### config.mk
export PLATFORM = sky130hd
export DESIGN_NAME = object_file_symbol_hunk_stripper
export DESIGN_NICKNAME = d
export VERILOG_FILES = /design/src/rtl/hstrip_pkg.sv /design/src/rtl/object_file_symbol_hunk_stripper.sv /design/src/rtl/hstrip_step.sv
export SDC_FILE = /design/constraint.sdc
export NUM_CORES = 1
export LEC_CHECK = 0
export BUFFER_PORTS_ARGS = -buffer_cell sky130_fd_sc_hd__buf_2
export CORE_MARGIN = 10
export CORE_UTILIZATION = 45
export DETAILED_ROUTE_END_ITERATION = 10
export PLACE_DENSITY_LB_ADDON = 0.3
export SYNTH_ARGS = -nofsm -noshare
export SYNTH_HDL_FRONTEND = slang
export SYNTH_HIERARCHICAL = 1
export SYNTH_SLANG_ARGS = --single-unit
### constraint.sdc
create_clock -name clk_i -period 11 [get_ports clk_i]
set_clock_uncertainty 0.05 [all_clocks]
set_input_delay 1.1 -clock clk_i [delete_from_list [all_inputs] [get_ports clk_i]]
set_output_delay 1.1 -clock clk_i [all_outputs]
set_load 0.02 [all_outputs]
### src/rtl/hstrip_pkg.sv
// ----------------------------------------------------------------------------
// hstrip_pkg: shared types and codes for the hunk symbol stripper
// Item structs, hunk and external-entry codes, parse phases, status codes.
// ----------------------------------------------------------------------------
package hstrip_pkg;

  // Input item: one file longword or the end-of-file marker
  typedef struct packed {
    logic [31:0] word;
    logic        end_of_file;
  } in_item_t;

  // Result item: echoed word, keep flag and status
  typedef struct packed {
    logic [31:0] out_word;
    logic        keep;
    logic [2:0]  status;
  } out_item_t;

  // Parser control state passed between the top level and the step logic
  typedef struct packed {
    logic [4:0] phase;
    logic       seen;
    logic [2:0] err;
  } ctl_t;

  // Hunk type words
  localparam logic [31:0] H_UNIT    = 32'h0000_03E7;
  localparam logic [31:0] H_NAME    = 32'h0000_03E8;
  localparam logic [31:0] H_CODE    = 32'h0000_03E9;
  localparam logic [31:0] H_DATA    = 32'h0000_03EA;
  localparam logic [31:0] H_BSS     = 32'h0000_03EB;
  localparam logic [31:0] H_REL32   = 32'h0000_03EC;
  localparam logic [31:0] H_REL16   = 32'h0000_03ED;
  localparam logic [31:0] H_REL8    = 32'h0000_03EE;
  localparam logic [31:0] H_EXT     = 32'h0000_03EF;
  localparam logic [31:0] H_SYMBOL  = 32'h0000_03F0;
  localparam logic [31:0] H_DEBUG   = 32'h0000_03F1;
  localparam logic [31:0] H_END     = 32'h0000_03F2;
  localparam logic [31:0] H_HEADER  = 32'h0000_03F3;
  localparam logic [31:0] H_OVERLAY = 32'h0000_03F5;
  localparam logic [31:0] H_BREAK   = 32'h0000_03F6;

  // External entry subtypes (high byte)
  localparam logic [7:0] X_SYMB   = 8'd0;
  localparam logic [7:0] X_DEF    = 8'd1;
  localparam logic [7:0] X_ABS    = 8'd2;
  localparam logic [7:0] X_RES    = 8'd3;
  localparam logic [7:0] X_REF32  = 8'd129;
  localparam logic [7:0] X_COMMON = 8'd130;
  localparam logic [7:0] X_REF16  = 8'd131;
  localparam logic [7:0] X_REF8   = 8'd132;

  // Parse phases
  localparam logic [4:0] PH_TYPE       = 5'd0;
  localparam logic [4:0] PH_HDR_LEN    = 5'd1;
  localparam logic [4:0] PH_HDR_NAME   = 5'd2;
  localparam logic [4:0] PH_HDR_TSIZE  = 5'd3;
  localparam logic [4:0] PH_HDR_FIRST  = 5'd4;
  localparam logic [4:0] PH_HDR_LAST   = 5'd5;
  localparam logic [4:0] PH_HDR_SIZES  = 5'd6;
  localparam logic [4:0] PH_BLK_LEN    = 5'd7;
  localparam logic [4:0] PH_BLK_BODY   = 5'd8;
  localparam logic [4:0] PH_BSS_LEN    = 5'd9;
  localparam logic [4:0] PH_REL_COUNT  = 5'd10;
  localparam logic [4:0] PH_REL_HUNK   = 5'd11;
  localparam logic [4:0] PH_REL_OFFS   = 5'd12;
  localparam logic [4:0] PH_EXT_HEAD   = 5'd13;
  localparam logic [4:0] PH_EXT_DNAME  = 5'd14;
  localparam logic [4:0] PH_EXT_DVALUE = 5'd15;
  localparam logic [4:0] PH_EXT_RNAME  = 5'd16;
  localparam logic [4:0] PH_EXT_CNAME  = 5'd17;
  localparam logic [4:0] PH_EXT_CSIZE  = 5'd18;
  localparam logic [4:0] PH_EXT_RCNT   = 5'd19;
  localparam logic [4:0] PH_EXT_REFS   = 5'd20;
  localparam logic [4:0] PH_SYM_LEN    = 5'd21;
  localparam logic [4:0] PH_SYM_NAME   = 5'd22;
  localparam logic [4:0] PH_SYM_VALUE  = 5'd23;
  localparam logic [4:0] PH_DBG_LEN    = 5'd24;
  localparam logic [4:0] PH_DBG_BODY   = 5'd25;
  localparam logic [4:0] PH_HALT       = 5'd26;

  // Status codes
  localparam logic [2:0] ST_RUN     = 3'd0;
  localparam logic [2:0] ST_BADHUNK = 3'd1;
  localparam logic [2:0] ST_OVERLAY = 3'd2;
  localparam logic [2:0] ST_BADEXT  = 3'd3;
  localparam logic [2:0] ST_NOSYM   = 3'd4;
  localparam logic [2:0] ST_DONE    = 3'd5;
  localparam logic [2:0] ST_TRUNC   = 3'd6;

endpackage

### src/rtl/object_file_symbol_hunk_stripper.sv
// ----------------------------------------------------------------------------
// object_file_symbol_hunk_stripper: drops symbol and debug hunks from objects
// Walks the hunk structure of a hunk-format object file one longword per item
// and marks each word keep or drop; reports completion, missing symbols,
// truncation or format errors.
// ----------------------------------------------------------------------------
// Usage:
//   Input channel (in_valid_i / in_stall_o / in_item_i): one file longword
//   per item, or an item with end_of_file set to close the file.
//   Output channel (out_valid_o / out_stall_i / out_item_o): exactly one
//   result per input item: the echoed word, its keep flag and a status.
//   Status is 0 while parsing; a nonzero status is latched and every later
//   item returns keep 0 with that status until reset.
//   The result is registered: valid in the cycle after the item is accepted.
//   Throughput: one item per cycle unless stalled; the whole parse step for
//   a word is one phase decode plus a counter decrement (or the header span
//   subtract) between the parser state registers and the result register.
//   When the receiver stalls, the result register holds and the input
//   stalls only while that register is full and stalled; an item is taken
//   in the same cycle the pending result drains.
//   Reset (rst_ni low, asynchronous) returns the parser to expect a hunk
//   type word, clears counters, flags and the error, and empties the output.
// ----------------------------------------------------------------------------
module object_file_symbol_hunk_stripper import hstrip_pkg::*; #(
  parameter int COUNT_BITS = 32
) (
  input  logic      clk_i,
  input  logic      rst_ni,
  input  logic      in_valid_i,
  output logic      in_stall_o,
  input  in_item_t  in_item_i,
  output logic      out_valid_o,
  input  logic      out_stall_i,
  output out_item_t out_item_o
);

  ctl_t                  ctl_q, ctl_d;
  logic [COUNT_BITS-1:0] cnt_q, cnt_d;
  logic [31:0]           first_q, first_d;
  out_item_t             res_d, res_q;
  logic                  out_valid_q, out_valid_d;
  logic                  accept;

  // Handshake: take an item whenever the result register can be refilled
  assign in_stall_o  = out_valid_q & out_stall_i;
  assign accept      = in_valid_i & ~in_stall_o;
  assign out_valid_d = accept | (out_valid_q & out_stall_i);

  hstrip_step #(
    .COUNT_BITS(COUNT_BITS)
  ) u_step (
    .ctl_i  (ctl_q),
    .cnt_i  (cnt_q),
    .first_i(first_q),
    .item_i (in_item_i),
    .ctl_o  (ctl_d),
    .cnt_o  (cnt_d),
    .first_o(first_d),
    .res_o  (res_d)
  );

  // Parser state
  always_ff @(posedge clk_i or negedge rst_ni) begin
    if (!rst_ni) begin
      ctl_q   <= '{phase: PH_TYPE, seen: 1'b0, err: ST_RUN};
      cnt_q   <= '0;
      first_q <= '0;
    end else if (accept) begin
      ctl_q   <= ctl_d;
      cnt_q   <= cnt_d;
      first_q <= first_d;
    end
  end

  // Result register
  always_ff @(posedge clk_i or negedge rst_ni) begin
    if (!rst_ni) begin
      out_valid_q <= 1'b0;
    end else begin
      out_valid_q <= out_valid_d;
    end
  end

  always_ff @(posedge clk_i) begin
    if (accept) begin
      res_q <= res_d;
    end
  end

  assign out_valid_o = out_valid_q;
  assign out_item_o  = res_q;

  // Checks
  a_accept_gives_result: assert property (@(posedge clk_i) disable iff (!rst_ni)
    accept |=> out_valid_o)
    else $error("accepted item produced no result");

  a_halt_sticks: assert property (@(posedge clk_i) disable iff (!rst_ni)
    (ctl_q.phase == PH_HALT) |=> (ctl_q.phase == PH_HALT))
    else $error("parser left halt state");

  a_keep_only_running: assert property (@(posedge clk_i) disable iff (!rst_ni)
    (out_valid_o && out_item_o.keep) |-> (out_item_o.status == ST_RUN))
    else $error("kept word carries a nonzero status");

  a_body_count_nonzero: assert property (@(posedge clk_i) disable iff (!rst_ni)
    (ctl_q.phase == PH_BLK_BODY || ctl_q.phase == PH_SYM_NAME ||
     ctl_q.phase == PH_REL_OFFS) |-> (cnt_q != '0))
    else $error("body phase entered with zero count");

endmodule

### src/rtl/hstrip_step.sv
// ----------------------------------------------------------------------------
// hstrip_step: one parse step of the hunk walker
// Given the current parser state and one item, computes the next state and
// the result item (keep decision and status).
// ----------------------------------------------------------------------------
module hstrip_step import hstrip_pkg::*; #(
  parameter int COUNT_BITS = 32
) (
  input  ctl_t                  ctl_i,
  input  logic [COUNT_BITS-1:0] cnt_i,
  input  logic [31:0]           first_i,
  input  in_item_t              item_i,
  output ctl_t                  ctl_o,
  output logic [COUNT_BITS-1:0] cnt_o,
  output logic [31:0]           first_o,
  output out_item_t             res_o
);

  logic [31:0]           w;
  logic                  eof;
  logic                  halted;
  logic                  keep;
  logic [COUNT_BITS-1:0] wlen;
  logic                  wlen_nz;
  logic [COUNT_BITS-1:0] cnt_dec;
  logic                  cnt_last;
  logic [31:0]           span;
  logic [COUNT_BITS-1:0] span_len;
  logic [31:0]           ext_len32;
  logic [COUNT_BITS-1:0] ext_len;
  logic [7:0]            ext_sub;

  assign w        = item_i.word;
  assign eof      = item_i.end_of_file;
  assign halted   = (ctl_i.phase == PH_HALT);

  // Length words cut to the counter width
  assign wlen      = w[COUNT_BITS-1:0];
  assign wlen_nz   = |wlen;
  assign cnt_dec   = cnt_i - COUNT_BITS'(1);
  assign cnt_last  = (cnt_dec == '0);
  assign span      = w - first_i + 32'd1;
  assign span_len  = span[COUNT_BITS-1:0];
  assign ext_len32 = {8'h00, w[23:0]};
  assign ext_len   = ext_len32[COUNT_BITS-1:0];
  assign ext_sub   = w[31:24];

  // Next-state decode
  always_comb begin
    ctl_o   = ctl_i;
    cnt_o   = cnt_i;
    first_o = first_i;
    keep    = 1'b1;
    if (!halted && eof) begin
      ctl_o.phase = PH_HALT;
      if (ctl_i.phase != PH_TYPE) ctl_o.err = ST_TRUNC;
      else                        ctl_o.err = ctl_i.seen ? ST_DONE : ST_NOSYM;
    end else if (!halted) begin
      unique case (ctl_i.phase)
        PH_TYPE: begin
          unique case (w)
            H_HEADER: ctl_o.phase = PH_HDR_LEN;
            H_UNIT, H_NAME, H_CODE, H_DATA: ctl_o.phase = PH_BLK_LEN;
            H_BSS: ctl_o.phase = PH_BSS_LEN;
            H_REL32, H_REL16, H_REL8: ctl_o.phase = PH_REL_COUNT;
            H_EXT: ctl_o.phase = PH_EXT_HEAD;
            H_END: ctl_o.phase = PH_TYPE;
            H_SYMBOL: begin
              keep        = 1'b0;
              ctl_o.seen  = 1'b1;
              ctl_o.phase = PH_SYM_LEN;
            end
            H_DEBUG: begin
              keep        = 1'b0;
              ctl_o.phase = PH_DBG_LEN;
            end
            H_OVERLAY, H_BREAK: begin
              ctl_o.phase = PH_HALT;
              ctl_o.err   = ST_OVERLAY;
            end
            default: begin
              ctl_o.phase = PH_HALT;
              ctl_o.err   = ST_BADHUNK;
            end
          endcase
        end
        // Header hunk: name list, table size, first/last, size table
        PH_HDR_LEN: begin
          if (w == 32'd0) begin
            ctl_o.phase = PH_HDR_TSIZE;
          end else begin
            cnt_o       = wlen;
            ctl_o.phase = wlen_nz ? PH_HDR_NAME : PH_HDR_LEN;
          end
        end
        PH_HDR_NAME: begin
          cnt_o = cnt_dec;
          if (cnt_last) ctl_o.phase = PH_HDR_LEN;
        end
        PH_HDR_TSIZE: ctl_o.phase = PH_HDR_FIRST;
        PH_HDR_FIRST: begin
          first_o     = w;
          ctl_o.phase = PH_HDR_LAST;
        end
        PH_HDR_LAST: begin
          cnt_o       = span_len;
          ctl_o.phase = (|span_len) ? PH_HDR_SIZES : PH_TYPE;
        end
        PH_HDR_SIZES: begin
          cnt_o = cnt_dec;
          if (cnt_last) ctl_o.phase = PH_TYPE;
        end
        // Plain length-prefixed blocks
        PH_BLK_LEN: begin
          cnt_o       = wlen;
          ctl_o.phase = wlen_nz ? PH_BLK_BODY : PH_TYPE;
        end
        PH_BLK_BODY: begin
          cnt_o = cnt_dec;
          if (cnt_last) ctl_o.phase = PH_TYPE;
        end
        PH_BSS_LEN: ctl_o.phase = PH_TYPE;
        // Relocation groups: count, target hunk, offsets
        PH_REL_COUNT: begin
          if (w == 32'd0) begin
            ctl_o.phase = PH_TYPE;
          end else begin
            cnt_o       = wlen;
            ctl_o.phase = PH_REL_HUNK;
          end
        end
        PH_REL_HUNK: ctl_o.phase = (|cnt_i) ? PH_REL_OFFS : PH_REL_COUNT;
        PH_REL_OFFS: begin
          cnt_o = cnt_dec;
          if (cnt_last) ctl_o.phase = PH_REL_COUNT;
        end
        // External entries
        PH_EXT_HEAD: begin
          if (w == 32'd0) begin
            ctl_o.phase = PH_TYPE;
          end else begin
            unique case (ext_sub)
              X_SYMB, X_DEF, X_ABS, X_RES: begin
                cnt_o       = ext_len;
                ctl_o.phase = (|ext_len) ? PH_EXT_DNAME : PH_EXT_DVALUE;
              end
              X_REF32, X_REF16, X_REF8: begin
                cnt_o       = ext_len;
                ctl_o.phase = (|ext_len) ? PH_EXT_RNAME : PH_EXT_RCNT;
              end
              X_COMMON: begin
                cnt_o       = ext_len;
                ctl_o.phase = (|ext_len) ? PH_EXT_CNAME : PH_EXT_CSIZE;
              end
              default: begin
                ctl_o.phase = PH_HALT;
                ctl_o.err   = ST_BADEXT;
              end
            endcase
          end
        end
        PH_EXT_DNAME: begin
          cnt_o = cnt_dec;
          if (cnt_last) ctl_o.phase = PH_EXT_DVALUE;
        end
        PH_EXT_DVALUE: ctl_o.phase = PH_EXT_HEAD;
        PH_EXT_RNAME: begin
          cnt_o = cnt_dec;
          if (cnt_last) ctl_o.phase = PH_EXT_RCNT;
        end
        PH_EXT_CNAME: begin
          cnt_o = cnt_dec;
          if (cnt_last) ctl_o.phase = PH_EXT_CSIZE;
        end
        PH_EXT_CSIZE: ctl_o.phase = PH_EXT_RCNT;
        PH_EXT_RCNT: begin
          cnt_o       = wlen;
          ctl_o.phase = wlen_nz ? PH_EXT_REFS : PH_EXT_HEAD;
        end
        PH_EXT_REFS: begin
          cnt_o = cnt_dec;
          if (cnt_last) ctl_o.phase = PH_EXT_HEAD;
        end
        // Symbol hunk: dropped
        PH_SYM_LEN: begin
          keep = 1'b0;
          if (w == 32'd0) begin
            ctl_o.phase = PH_TYPE;
          end else begin
            cnt_o       = wlen;
            ctl_o.phase = wlen_nz ? PH_SYM_NAME : PH_SYM_VALUE;
          end
        end
        PH_SYM_NAME: begin
          keep  = 1'b0;
          cnt_o = cnt_dec;
          if (cnt_last) ctl_o.phase = PH_SYM_VALUE;
        end
        PH_SYM_VALUE: begin
          keep        = 1'b0;
          ctl_o.phase = PH_SYM_LEN;
        end
        // Debug hunk: dropped
        PH_DBG_LEN: begin
          keep        = 1'b0;
          cnt_o       = wlen;
          ctl_o.phase = wlen_nz ? PH_DBG_BODY : PH_TYPE;
        end
        PH_DBG_BODY: begin
          keep  = 1'b0;
          cnt_o = cnt_dec;
          if (cnt_last) ctl_o.phase = PH_TYPE;
        end
        default: begin
          ctl_o.phase = PH_HALT;
          ctl_o.err   = ST_BADHUNK;
        end
      endcase
    end
  end

  // Result item
  always_comb begin
    res_o.out_word = eof ? 32'd0 : w;
    res_o.keep     = (ctl_o.phase == PH_HALT) ? 1'b0 : keep;
    res_o.status   = (ctl_o.phase == PH_HALT) ? ctl_o.err : ST_RUN;
  end

endmodule
==> key figures <==
Yosys
  • Syn_nets: 1302
  • Most common cell in the netlist: nand2_1
  • Mapped Cells: 1200
  • Synthesized area: 0.0107 mm^2
  • Top_reg_cell synth: dfrtp_1
  • Leading area contributor after synthesis: dfrtp_1
  • Number of distinct library cells after synthesis: 95
  • Post-synth top area share: 17.3%
  • #FFs+latches synth: 110
  • Yosys warning total: 6
  • Post-synth ARST share: 67.3%
  • Synth Area per Inst: 8.91 um^2
  • Ranking of synthesized cells by area: dfrtp_1 17%, edfxtp_1 10%, mux2_4 8.3%, ha_1 7.5%, mux2_2 4.6%
  • Post-synth top cells: 93 x nand2_1, 84 x nor2_1, 74 x dfrtp_1, 68 x o21ai_0
  • Post-synth EDFFs: 36
  • Register area share after synthesis: 27.4%

Die
  • Die width: 174 um
  • Total core area: 0.0234 mm^2
  • Initial Util: 45.7%
  • Num rows: 56
  • Die area: 0.0303 mm^2
  • Die H: 174 um
  • Io pins: 75

Route
  • Router iterations before antenna repair: 7
  • Iter 0 DRT Violations: 889
  • Post-route antenna net violation count: 0
  • DRC Markers: 0
  • Vias per Instance: 6.21
  • Vias after detailed routing: 9595
  • WL per Instance: 20.0 um
  • WL final: 30900 um

Placement
  • Gpl congestion: 0.932
  • Placed cell area: 0.0112 mm^2
  • Detailed Place HPWL: 22100 um
  • IO buf count: 74

Clock tree
  • Hold buffer count at CTS: 0
  • CTS tree: done
  • CTS Buf Count: 9
  • Post-CTS sizing: 0
  • Sink Count: 110
  • Skew-Pair Late Insertion Delay: 360 ps
  • Clock slew at reported path FFs: 70 ps
  • H-tree Lvls: 3
  • Post CTS Setup Buffer Count: 0
  • Root Buffer: clkbuf_16
  • Longest Clk Path Bufs: 2

Worst setup path
  • R2R Path End: ctl_q[5]$_DFFE_PN0P_
  • CP required: 11190 ps
  • CP startpoint: in_item_i[2]
  • R2r startpoint: first_q[1]$_DFFE_PN0P_
  • Reg2Reg Setup Slack: 6560 ps
  • Crit path DAT: 5310 ps
  • Critical path startpoint category: primary input
  • Critical Path Sink: ctl_q[5]$_DFFE_PN0P_
  • Worst r2r path cells: 16
  • Peak fanout along the critical path: 11
  • Worst setup EP type: register
  • CP Class: in2reg

Worst hold path
  • HP Class: reg2reg

Flow run
  • Max_cap viols: 0

Layout
  • Area delta synth->final: 6.81%
  • ANT cells: 0
  • Fraction of layout cells with a size suffix above 1: 20.1%
  • Design Area, Final: 0.0114 mm^2
  • Net count, final: 1323

STA
  • Period minus WS final: 5120 ps
  • Endpoints failing hold: 0
  • Highest clock rate: 195 MHz
  • TNS Setup: 0 ps
  • Slew @ Worst Pin: 997 ps
  • Final Cycle Share: 46.5%
  • Relative slew margins: 33.6%
  • Final setup vio count: 0
  • RSZ-0062 raised after global routing: false
  • Slew Viols, Final: 0

Power and ir drop
  • PwrDens: 198 mW/mm^2
  • Max VDD drop: 0.000130 V
  • Pleak: 4.72 nW

GRT
  • Largest net degree at the start of global routing: 57
  • First-pass GRT wire length: 50100 um
  • Gr ovfl total: 0
  • Total track usage: 19.9%
  • Initial antenna violation count: 0
  • Vias in the first global route: 9178

Status
  • Status: completed
metrics by stage:
step	util, %	total power, mW	worst slack [ps]	instances	hold WS (ps)
after floorplan	-	1.62	6280	1200	424
after global placement	47.6	1.90	5650	1529	436
after detailed placement	47.6	1.92	5640	1529	444
after CTS	48.8	2.25	6000	1544	463
after global routing	48.8	2.43	5590	1544	495
final	48.8	2.26	5880	1544	462
worst max-delay path, cell delays in order:
cell,delay [ps]
buf_2,210
inv_1,120
ha_1,280
inv_1,60
ha_1,150
inv_1,60
fa_1,450
nor2b_1,260
o2111ai_1,280
a21oi_1,350
o21a_1,170
o211ai_1,110
nor4_1,450
nor4b_1,290
nand4_1,290
a21oi_2,360
inv_1,70
mux2_4,250
routing by layer:
layer / track usage, % / wire [um] / part of all wire [%]
met1: 28.1 / 14400 / 47
met2: 29.8 / 13300 / 43
met3: 3.51 / 2240 / 7.3
met4: 7.52 / 920 / 3.0
met5: 0 / 0 / 0
worst min path at each step:
stage	startpoint	to	slack, ps	depth (start not counted)
floorplan	ctl_q[2]$_DFFE_PN0P_	ctl_q[2]$_DFFE_PN0P_	420	1
global placement	ctl_q[2]$_DFFE_PN0P_	ctl_q[2]$_DFFE_PN0P_	440	1
detailed placement	ctl_q[2]$_DFFE_PN0P_	ctl_q[2]$_DFFE_PN0P_	440	1
CTS	ctl_q[2]$_DFFE_PN0P_	ctl_q[2]$_DFFE_PN0P_	460	1
global route	ctl_q[1]$_DFFE_PN0P_	ctl_q[1]$_DFFE_PN0P_	500	1
finish	ctl_q[0]$_DFFE_PN0P_	ctl_q[0]$_DFFE_PN0P_	460	1
sequential cells by signal (all words and copies together) (netlist names):
register	flops
ctl_q	9
out_item_o	36
cnt_q	32
first_q	32
out_valid_o	1
logic make-up (layout without fill, tap and decap cells):
family	count (synthesis)	count (layout)	synth area share, %
multiplexers	105	105	13.1
flip-flops	110	110	27.4
AO/OA/AOI/OAI	325	325	21.0
buffers and inverters	130	155	5.83
adder cells (fa/ha/maj)	65	65	7.67
XOR/XNOR	41	41	3.36
AND/OR/NAND/NOR	424	424	21.6
where the power goes:
| group | internal (mW) | switching (mW) | total (mW) |
|---|---|---|---|
| Clock | 0.160 | 0.163 | 0.323 |
| Combinational | 0.533 | 0.799 | 1.33 |
| Sequential | 0.498 | 0.112 | 0.609 |
cells in the final DEF (no fill, tap or decap), types with 9 or more instances in the layout:
master	instances
buf_4	14
nor2_1	84
nand2b_1	12
o21a_1	16
clkbuf_16	9
a31oi_1	12
xnor2_1	25
o21ai_0	68
o21ai_1	9
ha_1	64
o22ai_1	10
a21oi_1	64
buf_2	73
dfrtp_1	74
inv_1	52
nor2b_1	44
a222oi_1	11
nand2_1	93
nand3_1	14
nor4_1	23
xor2_1	16
mux2_4	59
nor3_1	43
or3_1	17
nand4_1	13
o211ai_1	12
a221oi_1	17
a211oi_1	9
and2_1	9
mux2_2	44
edfxtp_1	36
a21o_1	21
cell type report:
cell class	count	area [um^2]
fillers	2316	12000
inverters	53	199
multi-input cells	960	7150
well taps	319	399
clock buffers	10	239
clock inverters	5	35.0
repair buffers	87	470
flip-flops and latches	110	2930
No activity file was read; power rests on OpenSTA's default activity.
